**config.mk**
```make
export PLATFORM = sky130hd
export DESIGN_NAME = eog_artifact_event_detector_core_flat
export DESIGN_NICKNAME = d
export VERILOG_FILES = /design/src/rtl/eogad_pkg.sv /design/src/rtl/eogad_ifs.sv /design/src/rtl/eog_artifact_event_detector_core.sv /design/src/flat_wrapper.sv
export VERILOG_INCLUDE_DIRS = /design/src /design/src/rtl
export SDC_FILE = /design/constraint.sdc
export NUM_CORES = 1
export LEC_CHECK = 0
export ABC_AREA = 1
export CORE_ASPECT_RATIO = 1.25
export CORE_MARGIN = 1.5
export CORE_UTILIZATION = 45
export CTS_CLUSTER_DIAMETER = 60
export DETAILED_ROUTE_END_ITERATION = 10
export DONT_BUFFER_PORTS = 1
export GPL_TIMING_DRIVEN = 1
export SLEW_MARGIN = 25
export SYNTH_ARGS = -nofsm -noshare
export SYNTH_HDL_FRONTEND = slang
export SYNTH_SLANG_ARGS = --single-unit
export TNS_END_PERCENT = 5
```
**constraint.sdc**
```tcl
create_clock -name clk -period 10.1 [get_ports clk]
set_clock_uncertainty 0.05 [all_clocks]
set_input_delay 0.505 -clock clk [delete_from_list [all_inputs] [get_ports clk]]
set_output_delay 0.505 -clock clk [all_outputs]
set_load 0.01 [all_outputs]
```
**src/rtl/eog_artifact_event_detector_core_macros.svh**
```systemverilog
// Assertion macros for the eye-movement artifact event detector.
// Included by the top level; no other dependencies.
`ifndef EOG_ARTIFACT_EVENT_DETECTOR_CORE_MACROS_SVH
`define EOG_ARTIFACT_EVENT_DETECTOR_CORE_MACROS_SVH
`ifndef SYNTHESIS
// Same-cycle implication.
`define EOGAD_ASSERT_NOW(label, clk, rst, ant, cons) \
  label: assert property (@(posedge clk) disable iff (rst) (ant) |-> (cons)) \
    else $error("eogad check failed");
// Next-cycle implication.
`define EOGAD_ASSERT_NEXT(label, clk, rst, ant, cons) \
  label: assert property (@(posedge clk) disable iff (rst) (ant) |=> (cons)) \
    else $error("eogad check failed");
`else
`define EOGAD_ASSERT_NOW(label, clk, rst, ant, cons)
`define EOGAD_ASSERT_NEXT(label, clk, rst, ant, cons)
`endif
`endif

```
**src/rtl/eogad_pkg.sv**
```systemverilog
// Shared types and constants for the eye-movement artifact event detector.
// No dependencies.
`timescale 1ns / 1ps
`default_nettype none

package eogad_pkg;

  // Field widths fixed by the item and register formats.
  localparam int THR_W      = 24;
  localparam int HOLD_W     = 16;
  localparam int CODE_W     = 15;
  localparam int CHAN_W     = 4;
  localparam int WORD_W     = 16;
  localparam int CFG_IDX_W  = 3;
  localparam int CFG_DATA_W = 24;

  // Output word queue.
  localparam int FIFO_DEPTH = 4;
  localparam int FIFO_AW    = 2;
  localparam int FIFO_CW    = 3;

  localparam logic [WORD_W-1:0] OFF_FLAG = 16'h8000;

  // Item kinds.
  localparam logic FUNC_SAMPLE = 1'b0;
  localparam logic FUNC_TICK   = 1'b1;

  typedef enum logic [CFG_IDX_W-1:0] {
    CFG_THRESHOLD = 3'd0,
    CFG_HOLD      = 3'd1,
    CFG_CODE      = 3'd2,
    CFG_LEFT      = 3'd3,
    CFG_RIGHT     = 3'd4
  } cfg_idx_t;

  // Register reset values.
  localparam logic [THR_W-1:0]  THRESHOLD_RST = 24'd30;
  localparam logic [HOLD_W-1:0] HOLD_RST      = 16'd1024;
  localparam logic [CODE_W-1:0] CODE_RST      = 15'd1024;
  localparam logic [CHAN_W-1:0] LEFT_RST      = 4'd11;
  localparam logic [CHAN_W-1:0] RIGHT_RST     = 4'd15;

  typedef struct packed {
    logic [WORD_W-1:0] event_word;
    logic              last_result;
  } result_t;

endpackage

`default_nettype wire

```
**src/rtl/eogad_ifs.sv**
```systemverilog
// Valid/ready channel interfaces for sample/tick words and event words.
// Depends on eogad_pkg.
`timescale 1ns / 1ps
`default_nettype none

interface eogad_in_if
  import eogad_pkg::*;
#(
  parameter int SAMPLE_BITS = 24
) ();
  logic                          valid;
  logic                          ready;
  logic                          func;
  logic [CHAN_W-1:0]             channel;
  logic signed [SAMPLE_BITS-1:0] sample;
  logic                          frame_end;

  modport source (output valid, output func, output channel, output sample,
                  output frame_end, input ready);
  modport sink   (input valid, input func, input channel, input sample,
                  input frame_end, output ready);
endinterface

interface eogad_out_if
  import eogad_pkg::*;
();
  logic              valid;
  logic              ready;
  logic [WORD_W-1:0] event_word;
  logic              last_result;

  modport source (output valid, output event_word, output last_result, input ready);
  modport sink   (input valid, input event_word, input last_result, output ready);
endinterface

`default_nettype wire

```
**src/rtl/eog_artifact_event_detector_core.sv**
```systemverilog
// Eye-movement artifact event detector: top level.
// Depends on eogad_pkg, eogad_ifs and the assertion macro header.
// Use:
//   items  - sink channel. A word is either a channel sample (func = 0) of a
//            channel-interleaved frame, or a time tick (func = 1).
//   events - source channel. Event words: event_code on a detection,
//            event_code + 0x8000 when the hold-off timer runs out.
//            last_result marks the final word caused by one tick.
//   cfg_*  - register writes (threshold, hold_ticks, event_code, left and
//            right channel), taken at any edge with cfg_write high; write
//            them only while the block is idle.
// Path: a word is captured in the input register and evaluated there; when
//   it advances, its event words enter a 4-deep output queue, which offers
//   them in order.
// Throughput: one input word per cycle. Sample words never produce output.
//   A tick produces up to two words; the output side drains one per cycle,
//   and the input register only advances while the queue has room for two.
// Reset: registers to defaults, timer idle with period_over set, other flags cleared, queue empty.
// Stall on events: words wait in the queue; items drops ready when it has no room for two.
`timescale 1ns / 1ps
`default_nettype none

`include "eog_artifact_event_detector_core_macros.svh"

module eog_artifact_event_detector_core
  import eogad_pkg::*;
#(
  parameter int CHANNEL_COUNT = 16,
  parameter int SAMPLE_BITS   = 24
) (
  input  logic                  clk,
  input  logic                  rst,
  eogad_in_if.sink              items,
  eogad_out_if.source           events,
  input  logic                  cfg_write,
  input  logic [CFG_IDX_W-1:0]  cfg_index,
  input  logic [CFG_DATA_W-1:0] cfg_data
);

  // Compare width: covers sum/difference of two samples and 2*threshold, plus sign.
  localparam int SUM_W = (SAMPLE_BITS + 1 > THR_W + 1) ? SAMPLE_BITS + 1 : THR_W + 1;
  localparam int CW    = SUM_W + 1;

  // ---------------- configuration registers ----------------
  logic [THR_W-1:0]  threshold;
  logic [HOLD_W-1:0] hold_ticks;
  logic [CODE_W-1:0] event_code;
  logic [CHAN_W-1:0] left_channel;
  logic [CHAN_W-1:0] right_channel;

  always_ff @(posedge clk) begin
    if (rst) begin
      threshold     <= THRESHOLD_RST;
      hold_ticks    <= HOLD_RST;
      event_code    <= CODE_RST;
      left_channel  <= LEFT_RST;
      right_channel <= RIGHT_RST;
    end else if (cfg_write) begin
      unique case (cfg_index)
        CFG_THRESHOLD: threshold     <= cfg_data[THR_W-1:0];
        CFG_HOLD:      hold_ticks    <= cfg_data[HOLD_W-1:0];
        CFG_CODE:      event_code    <= cfg_data[CODE_W-1:0];
        CFG_LEFT:      left_channel  <= cfg_data[CHAN_W-1:0];
        CFG_RIGHT:     right_channel <= cfg_data[CHAN_W-1:0];
        default: ;     // unmapped index: dropped
      endcase
    end
  end

  // ---------------- input register ----------------
  logic                          s1_valid;
  logic                          s1_func;
  logic [CHAN_W-1:0]             s1_channel;
  logic signed [SAMPLE_BITS-1:0] s1_sample;
  logic                          s1_frame_end;
  logic                          s1_fire;

  logic [FIFO_CW-1:0] fifo_count;
  logic               pop;

  // Advance only when the queue can take the worst case of two words.
  assign s1_fire     = s1_valid && (fifo_count <= FIFO_CW'(FIFO_DEPTH - 2));
  assign items.ready = !s1_valid || s1_fire;

  always_ff @(posedge clk) begin
    if (rst) begin
      s1_valid <= 1'b0;
    end else if (items.ready) begin
      s1_valid <= items.valid;
    end
  end

  always_ff @(posedge clk) begin
    if (items.valid && items.ready) begin
      s1_func      <= items.func;
      s1_channel   <= items.channel;
      s1_sample    <= items.sample;
      s1_frame_end <= items.frame_end;
    end
  end

  // ---------------- detector state ----------------
  logic signed [SAMPLE_BITS-1:0] left_hold;
  logic signed [SAMPLE_BITS-1:0] right_hold;
  logic                          frame_hit;
  logic                          detected;
  logic                          period_over;
  logic                          timer_on;
  logic [HOLD_W-1:0]             ticks_left;

  // Sample path: hold values including this word, then the two threshold tests.
  logic [CHAN_W-1:0]             later;
  logic                          ch_ok;
  logic                          is_left;
  logic                          is_right;
  logic signed [SAMPLE_BITS-1:0] l_val;
  logic signed [SAMPLE_BITS-1:0] r_val;
  logic signed [CW-1:0]          diff;
  logic signed [CW-1:0]          sum;
  logic signed [CW-1:0]          thr;
  logic signed [CW-1:0]          thr2;
  logic                          hit;

  always_comb begin
    later    = (left_channel > right_channel) ? left_channel : right_channel;
    ch_ok    = int'(s1_channel) < CHANNEL_COUNT;
    is_left  = ch_ok && (s1_channel == left_channel);
    is_right = ch_ok && (s1_channel == right_channel);
    l_val    = is_left  ? s1_sample : left_hold;
    r_val    = is_right ? s1_sample : right_hold;
    diff     = CW'(l_val) - CW'(r_val);
    sum      = CW'(l_val) + CW'(r_val);
    thr      = CW'(signed'({1'b0, threshold}));
    thr2     = thr <<< 1;
    // |x| >= t written as x >= t or -x >= t
    hit      = ch_ok && (s1_channel == later) &&
               ((diff >= thr) || (-diff >= thr) || (sum >= thr2) || (-sum >= thr2));
  end

  always_ff @(posedge clk) begin
    if (rst) begin
      left_hold  <= '0;
      right_hold <= '0;
      frame_hit  <= 1'b0;
      detected   <= 1'b0;
    end else if (s1_fire && (s1_func == FUNC_SAMPLE)) begin
      if (is_left) begin
        left_hold <= s1_sample;
      end
      if (is_right) begin
        right_hold <= s1_sample;
      end
      if (s1_frame_end) begin
        detected  <= frame_hit || hit;
        frame_hit <= 1'b0;
      end else if (hit) begin
        frame_hit <= 1'b1;
      end
    end
  end

  // Tick path: expiry first, then a possible restart on detection.
  logic              off_event;
  logic              on_event;
  logic              timer_on_next;
  logic              period_over_next;
  logic [HOLD_W-1:0] ticks_left_next;

  always_comb begin
    off_event        = timer_on && (ticks_left <= HOLD_W'(1));
    on_event         = detected && (period_over || off_event);
    timer_on_next    = timer_on;
    period_over_next = period_over;
    ticks_left_next  = ticks_left;
    if (on_event) begin
      timer_on_next    = 1'b1;
      period_over_next = 1'b0;
      ticks_left_next  = hold_ticks;
    end else if (off_event) begin
      timer_on_next    = 1'b0;
      period_over_next = 1'b1;
      ticks_left_next  = '0;
    end else if (timer_on) begin
      ticks_left_next  = ticks_left - HOLD_W'(1);
    end
  end

  always_ff @(posedge clk) begin
    if (rst) begin
      timer_on    <= 1'b0;
      period_over <= 1'b1;
      ticks_left  <= '0;
    end else if (s1_fire && (s1_func == FUNC_TICK)) begin
      timer_on    <= timer_on_next;
      period_over <= period_over_next;
      ticks_left  <= ticks_left_next;
    end
  end

  // Event words produced by this tick, in order.
  logic    [1:0] push_n;
  result_t       res0;
  result_t       res1;

  always_comb begin
    push_n = 2'd0;
    res0   = '{event_word: {1'b0, event_code}, last_result: 1'b1};
    res1   = '{event_word: {1'b0, event_code}, last_result: 1'b1};
    if (s1_fire && (s1_func == FUNC_TICK)) begin
      if (off_event) begin
        res0.event_word  = OFF_FLAG | {1'b0, event_code};
        res0.last_result = !on_event;
        push_n           = on_event ? 2'd2 : 2'd1;
      end else if (on_event) begin
        push_n = 2'd1;
      end
    end
  end

  // ---------------- output queue ----------------
  result_t            fifo_mem [FIFO_DEPTH];
  logic [FIFO_AW-1:0] wr_ptr;
  logic [FIFO_AW-1:0] rd_ptr;
  logic [FIFO_CW-1:0] fifo_count_next;

  assign events.valid       = (fifo_count != '0);
  assign events.event_word  = fifo_mem[rd_ptr].event_word;
  assign events.last_result = fifo_mem[rd_ptr].last_result;
  assign pop                = events.valid && events.ready;
  assign fifo_count_next    = fifo_count + FIFO_CW'(push_n) - FIFO_CW'(pop);

  always_ff @(posedge clk) begin
    if (rst) begin
      wr_ptr     <= '0;
      rd_ptr     <= '0;
      fifo_count <= '0;
    end else begin
      wr_ptr     <= wr_ptr + FIFO_AW'(push_n);
      rd_ptr     <= rd_ptr + FIFO_AW'(pop);
      fifo_count <= fifo_count_next;
    end
  end

  always_ff @(posedge clk) begin
    if (push_n != 2'd0) begin
      fifo_mem[wr_ptr] <= res0;
    end
    if (push_n == 2'd2) begin
      fifo_mem[wr_ptr + FIFO_AW'(1)] <= res1;
    end
  end

  // ---------------- assertions ----------------
  `EOGAD_ASSERT_NOW(a_timer_phase, clk, rst, 1'b1, timer_on != period_over)
  `EOGAD_ASSERT_NOW(a_idle_count_clear, clk, rst, !timer_on, ticks_left == '0)
  `EOGAD_ASSERT_NOW(a_fifo_bound, clk, rst, 1'b1, fifo_count <= FIFO_CW'(FIFO_DEPTH))
  `EOGAD_ASSERT_NEXT(a_sample_silent, clk, rst, (s1_fire && (s1_func == FUNC_SAMPLE) && !pop),
                     fifo_count == $past(fifo_count))

endmodule

`default_nettype wire

```
**src/flat_wrapper.sv**
```systemverilog
// flat-port wrapper written by rule: the top's interface ports become plain ports
module eog_artifact_event_detector_core_flat import eogad_pkg::*;
#(
  parameter int CHANNEL_COUNT = 16,
  parameter int SAMPLE_BITS   = 24
)
  (clk, rst, cfg_write, cfg_index, cfg_data, items_valid, items_func, items_channel, items_sample, items_frame_end, items_ready, events_valid, events_event_word, events_last_result, events_ready);
  eogad_in_if #(.SAMPLE_BITS(SAMPLE_BITS)) items_i ();
  eogad_out_if events_i ();
  input  logic clk;
  input  logic rst;
  input  logic cfg_write;
  input  logic [CFG_IDX_W-1:0] cfg_index;
  input  logic [CFG_DATA_W-1:0] cfg_data;
  input wire logic [$bits(items_i.valid)-1:0] items_valid;
  input wire logic [$bits(items_i.func)-1:0] items_func;
  input wire logic [$bits(items_i.channel)-1:0] items_channel;
  input wire logic [$bits(items_i.sample)-1:0] items_sample;
  input wire logic [$bits(items_i.frame_end)-1:0] items_frame_end;
  output wire logic [$bits(items_i.ready)-1:0] items_ready;
  output wire logic [$bits(events_i.valid)-1:0] events_valid;
  output wire logic [$bits(events_i.event_word)-1:0] events_event_word;
  output wire logic [$bits(events_i.last_result)-1:0] events_last_result;
  input wire logic [$bits(events_i.ready)-1:0] events_ready;
  assign items_i.valid = items_valid;
  assign items_i.func = items_func;
  assign items_i.channel = items_channel;
  assign items_i.sample = items_sample;
  assign items_i.frame_end = items_frame_end;
  assign items_ready = items_i.ready;
  assign events_valid = events_i.valid;
  assign events_event_word = events_i.event_word;
  assign events_last_result = events_i.last_result;
  assign events_i.ready = events_ready;
  eog_artifact_event_detector_core #(.CHANNEL_COUNT(CHANNEL_COUNT), .SAMPLE_BITS(SAMPLE_BITS)) u_core (.clk(clk), .rst(rst), .items(items_i), .events(events_i), .cfg_write(cfg_write), .cfg_index(cfg_index), .cfg_data(cfg_data));
endmodule
```
## Word-level counts from Yosys, hierarchy flattened

Memories as Yosys holds them, arrays and structs flattened. A register that Yosys moved wholly into a read port is not among the register bits.
Cells that the tools add are included.

| cells by class | value |
|---|---|
| magnitude comparators | 7 |
| bitwise operators | 1 |
| multiplexer cells | 23 |
| equal/unequal tests | 8 |
| reductions and logical operators | 31 |
| add/subtract/negate cells | 10 |

Operators by type and width:

| kind | count |
|---|---|
| $ge A26 B25 Y1 | 2 |
| $ge A26 B26 Y1 | 2 |
| $neg A26 Y26 | 2 |
| $mux W16 | 3 |
| $mux W24 | 2 |
| $mux W17 | 2 |
| $add A24 B24 Y25 | 1 |
| $sub A24 B24 Y25 | 1 |
| $reduce_and A2 Y1 | 9 |
| $le A16 B1 Y1 const B | 1 |
| $sub A16 B1 Y16 const B | 1 |
| $eq A4 B4 Y1 | 3 |
| $mux W1 | 11 |
| $logic_and A1 B1 Y1 | 8 |
| $mux W2 | 4 |
| $eq A3 B2 Y1 const B | 2 |
| $logic_or A1 B1 Y1 | 6 |
| $reduce_bool A2 Y1 | 3 |
| $reduce_bool A3 Y1 | 2 |
| $gt A4 B4 Y1 | 1 |
| $mux W4 | 1 |
| $add A3 B2 Y3 | 1 |
| $eq A3 B1 Y1 const B | 1 |
| $eq A3 B3 Y1 const B | 1 |
| 9 further kinds | 10 |

| storage, ports and cells | value |
|---|---|
| bits of input ports | 62 |
| register bits | 169 |
| memory bits (writable) | 68 |
| memories | 1 |

Memories:

| memory | depth | width | rd ports | clocked after Yosys merged registers in | wr ports | RTL line | source |
|---|---|---|---|---|---|---|---|
| u_core.fifo_mem | 4 | 17 | 1 | 1 | 2 | eog_artifact_event_detector_core.sv:221 | `result_t fifo_mem [FIFO_DEPTH];` |

## Logic depth before layout (Yosys ltp)

Gate-level depths: netlist (run 1).

| depth | value |
|---|---|
| depth after elaboration | 11 |
| gate-level depth with buffers | 45 |
| mapped depth without buffers | 43 |

## Worst setup path after synthesis (run 1)

No wires, ideal clock.

| path | value |
|---|---|
| kind | reg2reg |
| start point | register u_core.s1_channel[3] |
| end point | register u_core.detected |
| stages on the path, launching flop included | 42 |
| path slack | 5080 ps |
| buffers on the path | 2 |
| arrival time | 4861 ps |
| setup time | 109 ps |
| cell sequence | edfxtp_1 xnor2_1 nand4_1 clkbuf_1 clkbuf_1 o21ai_0 ha_1 fa_1 inv_1 ha_1 inv_1 nor3_4 nand4_2 nor2_2 nand2_1 nor2_2 inv_2 nor3_4 [... 6 more ...] nand2_1 nor2_1 nor2_1 nand2_1 nor2_1 nand2_1 nand2_1 nand2_1 nand3_1 nand2_1 nand2_1 nand2_1 nand2_1 nand3_1 nand2_1 nand3_1 nand2_1 inv_1 |

| between the ends | value |
|---|---|
| longest elaborated chain between the ends | 10 |
| elaborated cells between the ends (all ways) | 18 |
| classes of those cells | add/sub: 4; order compare: 4; eq/ne: 3; mux: 2; reduce/logical: 5 |

RTL lines:

| what | RTL line | source |
|---|---|---|
| start: declaration | eog_artifact_event_detector_core.sv:73 | `logic [CHAN_W-1:0] s1_channel;` |
| start signal: assignment | eog_artifact_event_detector_core.sv:96 | `s1_channel <= items.channel;` |
| $eq A4 B4 Y1 * | eog_artifact_event_detector_core.sv:128 | `is_right = ch_ok && (s1_channel == right_channel);` |
| $mux W24 * | n/a |  |
| net u_core.r_val[0] | eog_artifact_event_detector_core.sv:117 | `logic signed [SAMPLE_BITS-1:0] r_val;` |
| $sub A24 B24 Y25 | eog_artifact_event_detector_core.sv:131 | `diff = CW'(l_val) - CW'(r_val);` |
| $neg A26 Y26 | eog_artifact_event_detector_core.sv:137 | `((diff >= thr) \|\| (-diff >= thr) \|\| (sum >= thr2) \|\| (-sum >= thr2));` |
| $ge A26 B25 Y1 | eog_artifact_event_detector_core.sv:137 |  |
| $logic_or A1 B1 Y1 (2 in series) | eog_artifact_event_detector_core.sv:137 |  |
| $logic_or A1 B1 Y1 * | eog_artifact_event_detector_core.sv:137 |  |
| $logic_and A1 B1 Y1 * | eog_artifact_event_detector_core.sv:136 | `hit = ch_ok && (s1_channel == later) &&` |
| $logic_or A1 B1 Y1 * | eog_artifact_event_detector_core.sv:154 | `detected <= frame_hit \|\| hit;` |
| end signal: assignment | eog_artifact_event_detector_core.sv:154 |  |
| end: declaration | eog_artifact_event_detector_core.sv:106 | `logic detected;` |

Mark *: on every way through the listed nets, which the timed path passes. The rest lies on a longest branch.
A chain may end at the register's enable or synchronous reset.

## Worst setup path in the final report (run 1)

| path | value |
|---|---|
| start point | register u_core.s1_channel[2] |
| end point | register u_core.detected |

| between the ends | value |
|---|---|
| longest elaborated chain between the ends | 10 |
| elaborated cells between the ends (all ways) | 18 |
| classes of those cells | add/sub: 4; order compare: 4; eq/ne: 3; mux: 2; reduce/logical: 5 |

RTL lines:

| what | RTL line | source |
|---|---|---|
| $eq A4 B4 Y1 * | eog_artifact_event_detector_core.sv:127 | `is_left = ch_ok && (s1_channel == left_channel);` |
| $mux W24 * | eog_artifact_event_detector_core.sv:129 | `l_val = is_left ? s1_sample : left_hold;` |
| net u_core.l_val[1] | eog_artifact_event_detector_core.sv:116 | `logic signed [SAMPLE_BITS-1:0] l_val;` |
| $sub A24 B24 Y25 | eog_artifact_event_detector_core.sv:131 |  |
| $neg A26 Y26 | eog_artifact_event_detector_core.sv:137 |  |
| $ge A26 B25 Y1 | eog_artifact_event_detector_core.sv:137 |  |
| $logic_or A1 B1 Y1 (2 in series) | eog_artifact_event_detector_core.sv:137 |  |
| $logic_or A1 B1 Y1 * | eog_artifact_event_detector_core.sv:137 |  |
| $logic_and A1 B1 Y1 * | eog_artifact_event_detector_core.sv:136 |  |
| $logic_or A1 B1 Y1 * | eog_artifact_event_detector_core.sv:154 |  |

Marked as above.

==> results of run 1 <==
[through the flow]
stage	setup slack [ns]	std cells
2_1_floorplan	5.08	2512
3_3_place_gp	4.25	2940
3_5_place_dp	4.22	2940
4_1_cts	4.20	3021
5_1_grt	3.72	3021
6_report	4.23	3021
[kinds of logic after synthesis]
group / after synthesis / synth area share
XOR/XNOR: 60 / 0.0321
AND/OR/NAND/NOR: 1005 / 0.255
buffers and inverters: 548 / 0.122
flip-flops: 237 / 0.319
AO/OA/AOI/OAI: 500 / 0.156
adder cells (fa/ha/maj): 161 / 0.115
multiplexers: 1 / 0.000566
[placed cells by master, fill, tap and decap left out, types with 35 or more instances in the layout]
cell type      synthesis  layout
a21oi_1              194     194
dfxtp_1              147     147
dlygate4sd3_1          0      35
edfxtp_1              90      90
ha_1                 158     158
inv_1                433     432
nand2_1              469     469
nand3_1               86      86
nand4_1               36      36
nor2_1               279     278
o21ai_0              206     206
xor2_1                37      37
[how the worst max path moves through the flow]
stage	start	endpoint
2_1_floorplan	u_core.s1_channel[3]$_DFFE_PP_	u_core.detected$_SDFFE_PP0P_
3_3_place_gp	u_core.s1_channel[0]$_DFFE_PP_	u_core.detected$_SDFFE_PP0P_
3_5_place_dp	u_core.s1_channel[3]$_DFFE_PP_	u_core.detected$_SDFFE_PP0P_
4_1_cts	u_core.s1_channel[2]$_DFFE_PP_	u_core.detected$_SDFFE_PP0P_
5_1_grt	u_core.s1_channel[3]$_DFFE_PP_	u_core.detected$_SDFFE_PP0P_
6_report	u_core.s1_channel[2]$_DFFE_PP_	u_core.detected$_SDFFE_PP0P_
[layout make-up]
class / instances / share of cell area
clock buffers: 32 / 0.0366
clock inverters: 14 / 0.00975
inverters: 464 / 0.0908
multi-input cells: 1727 / 0.513
flip-flops and latches: 237 / 0.293
well taps: 498 / 0.0324
repair buffers: 49 / 0.0237
[worst max-delay path, delay by kind of cell, from the launching register on]
family                     cells  cell delay, ns
and+or+nand+nor               27            2.84
adders and majority gates      3            1.02
buffers and inverters          7            0.74
AOI/OAI and AO/OA              1            0.51
DFF                            1            0.42
xor gates and xnor gates       1            0.19
[repair_timing]
item / 4_1_cts / 5_1_grt
buffers inserted: 0 / 0
setup endpoints to repair: 0 / 0
hold buffers: 35 / 0
hold endpoints to repair: 50 / 0
[per-layer routing]
layer  vias up  global-route usage
li1       8073                   -
met1      7130               0.265
met2       305               0.496
met3       117              0.0269
met4         0               0.136
met5         -                   0
[where the power goes]
group	internal [mW]	leakage, nW	total, mW	switching, mW
clock	0.599	0.444	0.995	0.396
sequential	1.04	2.05	1.07	0.0249
combinational	0.710	6.97	2.18	1.47
[registers in the layout, summed over array words and instances, names as in the netlist, 2 cells and up]
| register | flops |
|---|---|
| u_core.event_code | 15 |
| u_core.fifo_count | 3 |
| u_core.fifo_mem | 68 |
| u_core.hold_ticks | 16 |
| u_core.left_channel | 4 |
| u_core.left_hold | 24 |
| u_core.rd_ptr | 2 |
| u_core.right_channel | 4 |
| u_core.right_hold | 24 |
| u_core.s1_channel | 4 |
| u_core.s1_sample | 24 |
| u_core.threshold | 24 |
| u_core.ticks_left | 16 |
| u_core.wr_ptr | 2 |
==> results.toml, run 1 <==
[logic_synthesis]
synth.yosys.seq_area_share = 0.319
post_synth_inst_count = 2512
synthTopCellsByCount = "nand2_1, inv_1, nor2_1"
synth_edf_count = 90
syn-num-nets = 2735
ys_warn_count = 0
synth_top_cell_by_area = "dfxtp_1"
syn_area_um2 = 17700
ys_seq_elements = 237
synth.distinct_cells = 61
ys.flop_type = "dfxtp_1"
synth_top_area_frac = 0.167
synth_most_common_cell = "nand2_1"
synth_area_leaders = "dfxtp_1, edfxtp_1, ha_1"
syn-mean-instance-area_um2 = 7.04
synthArstFlopShare = 0

[layout]
fill_cells = 3931
stdcell_area_um2 = 19200
multi_input_area_um2 = 9880
utilization = 0.494
fin_nets = 2727
regArea_um2 = 5650
area_delta_synth_final_pct = 8.88
drive_gt1_frac = 0.0753
antenna_cells = 0

[global_routing]
grt_pass1_wl_um = 81200
grt_max_degree = 89
grt_remaining_overflow = 0
antenna_found_initial = 0
grt_usage = 0.254
grt_pass1_vias = 15488

[cts]
clock_latency_ns = 0.57
htree_levels = 1
ctsLongestPathBuffers = 3
clock_sinks = 237
clkTransAtPathRegs_ns = 0.06
cts_tree = "done"
root_buffer = "clkbuf_16"
numCtsBuffers = 25
post_cts_resized = 0

[worst_setup_path]
max_stage_delay_ns = 0.57
r2r_slack_ns = 4.23
end_kind = "flip-flop"
critPathLaunchType = "flip-flop"
reg2reg_to = "u_core.detected$_SDFFE_PP0P_"
crit_top_cell = "nand2_1"
cp_data_arrival_time_ns = 6.29
r2r-start = "u_core.s1_channel[2]$_DFFE_PP_"
reg2reg_depth = 39
cp.required_ns = 10.52
path_max_fanout = 49
critical_path_class = "reg -> reg"
slowest_stage = "fa_1"

[floorplanning]
core_area_um2 = 38900
fp.dieW_um = 180
io_pins = 81
fp.dieH_um = 225
start_util = 0.454
std_cell_rows = 81
die-area_um2 = 40500

[detailed_routing]
finalWirelength_um = 51000
dr_wl_met2_um = 26500
vias_per_cell = 5.17
wl_met1_um = 19900
num_vias = 15625
drtAntennaViolNets = 0
drt_first_pass_iters = 11
wl_per_cell_um = 16.9
drc = 6
dr_wl_met3_um = 1740
drtIter0Drc = 750
top_layer_used = "met4"

[place]
place_hpwl_um = 41100
numPortBuffers = 0
gp_congestion = 0.954
place_area_um2 = 18000

[sta]
maxSlewViolCount = 0
fin_setup_tns_ns = 0
period_share = 0.581
grt_setup_unrepaired = "false"
worstMarginPinSlew_ns = 0.917
max-slew-margin-rel = 0.386
hold-worst-slack_ns = 0.0308
timing.fmax_mhz = 170
finalHoldViolations = 0
period_needed_ns = 5.87
setup_viol = 0

[worst_hold_path]
min_from = "cfg_data[10]"
min_path_type = "in -> reg"
hold_depth = 2
min_to = "u_core.hold_ticks[10]$_SDFFE_PP1P_"

[run]
maxCapViolCount = 0

[power_and_ir_drop]
p_leak_nw = 9.46
peakVddDrop_mv = 0.129
power.density_nw_per_um2 = 221
power_mw = 4.24

[outcome]
violations = "DRC"
status = "finished with violations"
Power figures use the tool's default switching activity.
==> inputs of run 2 (changes only) <==
--- a/config.mk
+++ b/config.mk
@@ -6,7 +6,7 @@
 export SDC_FILE = /design/constraint.sdc
 export NUM_CORES = 1
 export LEC_CHECK = 0
-export ABC_AREA = 1
+export ABC_AREA = 0
 export CORE_ASPECT_RATIO = 1.25
 export CORE_MARGIN = 1.5
 export CORE_UTILIZATION = 45
==> constraint.sdc (replaced) <==
create_clock -name clk -period 5.2 [get_ports clk]
set_clock_uncertainty 0.05 [all_clocks]
set_input_delay 0.26 -clock clk [delete_from_list [all_inputs] [get_ports clk]]
set_output_delay 0.26 -clock clk [all_outputs]
set_load 0.01 [all_outputs]
==> results.toml, run 2 <==
[layout]
layout_common_cells = "buf_4, nand2_1, nor2_1"
largest_reg_flops = 68
top_register = "u_core.fifo_mem"
area_delta_synth_final_pct = 31.0
final_common_cell = "buf_4"
finalNonFillerCells = 2615
drive_gt1_frac = 0.239
fin_nets = 2343

[worst_setup_path]
crit_top_cell = "buf_4"
cp_data_arrival_time_ns = 6.80
cp_top_family = "simple AND/OR/NAND/NOR gates"
critPathLaunchType = "flip-flop"
crit_start = "u_core.s1_channel[3]$_DFFE_PP_"
reg2reg_depth = 28
slowest_stage = "or4_1"
r2r-start = "u_core.s1_channel[3]$_DFFE_PP_"
reg2reg_to = "u_core.frame_hit$_SDFFE_PP0P_"
cp.required_ns = 5.63
end_kind = "flip-flop"
r2r_slack_ns = -1.17
critical_path_class = "reg -> reg"
max_stage_delay_ns = 0.42
worst-path-buf-inv = 6
path_max_fanout = 9

[worst_hold_path]
min_from = "rst"
min_path_type = "in -> reg"
hold_depth = 3
min_to = "u_core.frame_hit$_SDFFE_PP0P_"

[detailed_routing]
num_vias = 14074
wl_per_cell_um = 16.5
finalWirelength_um = 43100
drt_first_pass_iters = 5
vias_per_cell = 5.38
drtAntennaViolNets = 0
drc = 0
drtIter0Drc = 668

[power_and_ir_drop]
power.density_nw_per_um2 = 376
p_leak_nw = 8.63
peakVddDrop_mv = 0.294
power_mw = 7.89

[cts]
cts_tree = "done"
clock_sinks = 237
clkTransAtPathRegs_ns = 0.07
htree_levels = 1
root_buffer = "clkbuf_16"
ctsLongestPathBuffers = 3
numCtsBuffers = 26
clock_latency_ns = 0.55

[sta]
max-slew-margin-rel = 0.428
worst_slack_ns = -1.17
timing.fmax_mhz = 157
grt_setup_unrepaired = "true"
maxSlewViolCount = 0
period_share = 1.23
period_needed_ns = 6.37
setup_viol = 2
fin_setup_tns_ns = -2.34
hold-worst-slack_ns = 0.0244
finalHoldViolations = 0
worstMarginPinSlew_ns = 0.857

[logic_synthesis]
ys_seq_elements = 237
synthArstFlopShare = 0
synth_top_area_frac = 0.184
synth_area_leaders = "dfxtp_1, edfxtp_1, ha_1"
synth.distinct_cells = 72
ys_warn_count = 0
syn-num-nets = 2010
synthTopCellsByCount = "nand2_1, nor2_1, ha_1"
ys.flop_type = "dfxtp_1"
synth.yosys.seq_area_share = 0.353
post_synth_inst_count = 1787
synth_top_cell_by_area = "dfxtp_1"
syn-mean-instance-area_um2 = 8.95
synth_most_common_cell = "nand2_1"
synth_edf_count = 90
syn_area_um2 = 16000

[floorplanning]
fp.dieH_um = 214
core_area_um2 = 35200
io_pins = 81
std_cell_rows = 77
die-area_um2 = 36700
fp.dieW_um = 172
start_util = 0.455

[global_routing]
grt_remaining_overflow = 0
grt_usage = 0.238
antenna_found_initial = 1
grt_pass1_vias = 14402
grt_pass1_wl_um = 70300
grt_max_degree = 140

[place]
dp_cells = 2499
place_hpwl_um = 33000
gp_congestion = 0.891
pre_cts_ws_ns = -1.31
numPortBuffers = 0

[outcome]
status = "finished with violations"
violations = "setup timing"

[run]
maxCapViolCount = 0
-- run 2: per-stage QoR --
stage	utilization	area, um2
floorplan	-	16300
finish	0.596	21000
global route	0.596	21000
detailed placement	0.539	19000
global placement	0.539	19000
CTS	0.591	20800
-- run 2: report_power, final --
part | leakage, nW | switching (mW) | total (mW) | internal, mW
clock | 0.470 | 0.802 | 2.06 | 1.26
combinational | 6.05 | 1.85 | 3.76 | 1.91
sequential | 2.12 | 0.0613 | 2.07 | 2.01
-- run 2: final cells by class --
type                    count  area, um2
multi-input cells        1364      10200
clock buffers              28        679
diodes                      1       2.50
well taps                 474        593
clock inverters            20        283
flip-flops and latches    237       5650
inverters                 103        387
fillers                  3112      14200
repair buffers            388       3180
-- run 2: timing repair --
item	4_1_cts	5_1_grt
cloned	1	0
hold buffers	57	1
buffers inserted	7	0
pin swaps	13	2
setup endpoints to repair	2	2
resized for setup	40	30
endpoints found under the hold margin	169	4
-- run 2: kinds of logic (layout without fill, tap and decap cells) --
family          Yosys count  after routing  share of synthesized area
simple gates            612            612                      0.185
compound gates          395            395                      0.161
flops                   237            237                      0.353
buf+inv                 186            539                     0.0439
fa+ha+maj               161            161                      0.127
xor+xnor                101            101                     0.0553
mux                      95             95                     0.0745
other cells               0              1                          0
-- run 2: worst max path at each step --
| stage | slack, ns | depth (start not counted) | end |
|---|---|---|---|
| 2_1_floorplan | -0.94 | 25 | u_core.detected$_SDFFE_PP0P_ |
| 3_3_place_gp | -1.23 | 27 | u_core.frame_hit$_SDFFE_PP0P_ |
| 3_5_place_dp | -1.31 | 27 | u_core.detected$_SDFFE_PP0P_ |
| 4_1_cts | -1.11 | 29 | u_core.detected$_SDFFE_PP0P_ |
| 5_1_grt | -1.45 | 29 | u_core.detected$_SDFFE_PP0P_ |
| 6_report | -1.17 | 28 | u_core.frame_hit$_SDFFE_PP0P_ |
-- run 2: metal layers --
layer / vias to the layer above / global-route usage / routed length [um]
li1: 7081 / - / -
met1: 6690 / 0.270 / 17900
met2: 223 / 0.455 / 22500
met3: 80 / 0.0233 / 1340
met4: 0 / 0.0877 / 1430
met5: - / 0 / 0
-- run 2: worst register-to-register path, delay by kind of cell, from the launching register on --
family / cells / cell delay [ns]
AOI/OAI and AO/OA: 9 / 1.54
muxes: 1 / 0.38
buffers and inverters: 6 / 1.12
xor gates and xnor gates: 3 / 0.37
adders and majority gates: 2 / 0.60
and+or+nand+nor: 7 / 1.88
DFF: 1 / 0.38
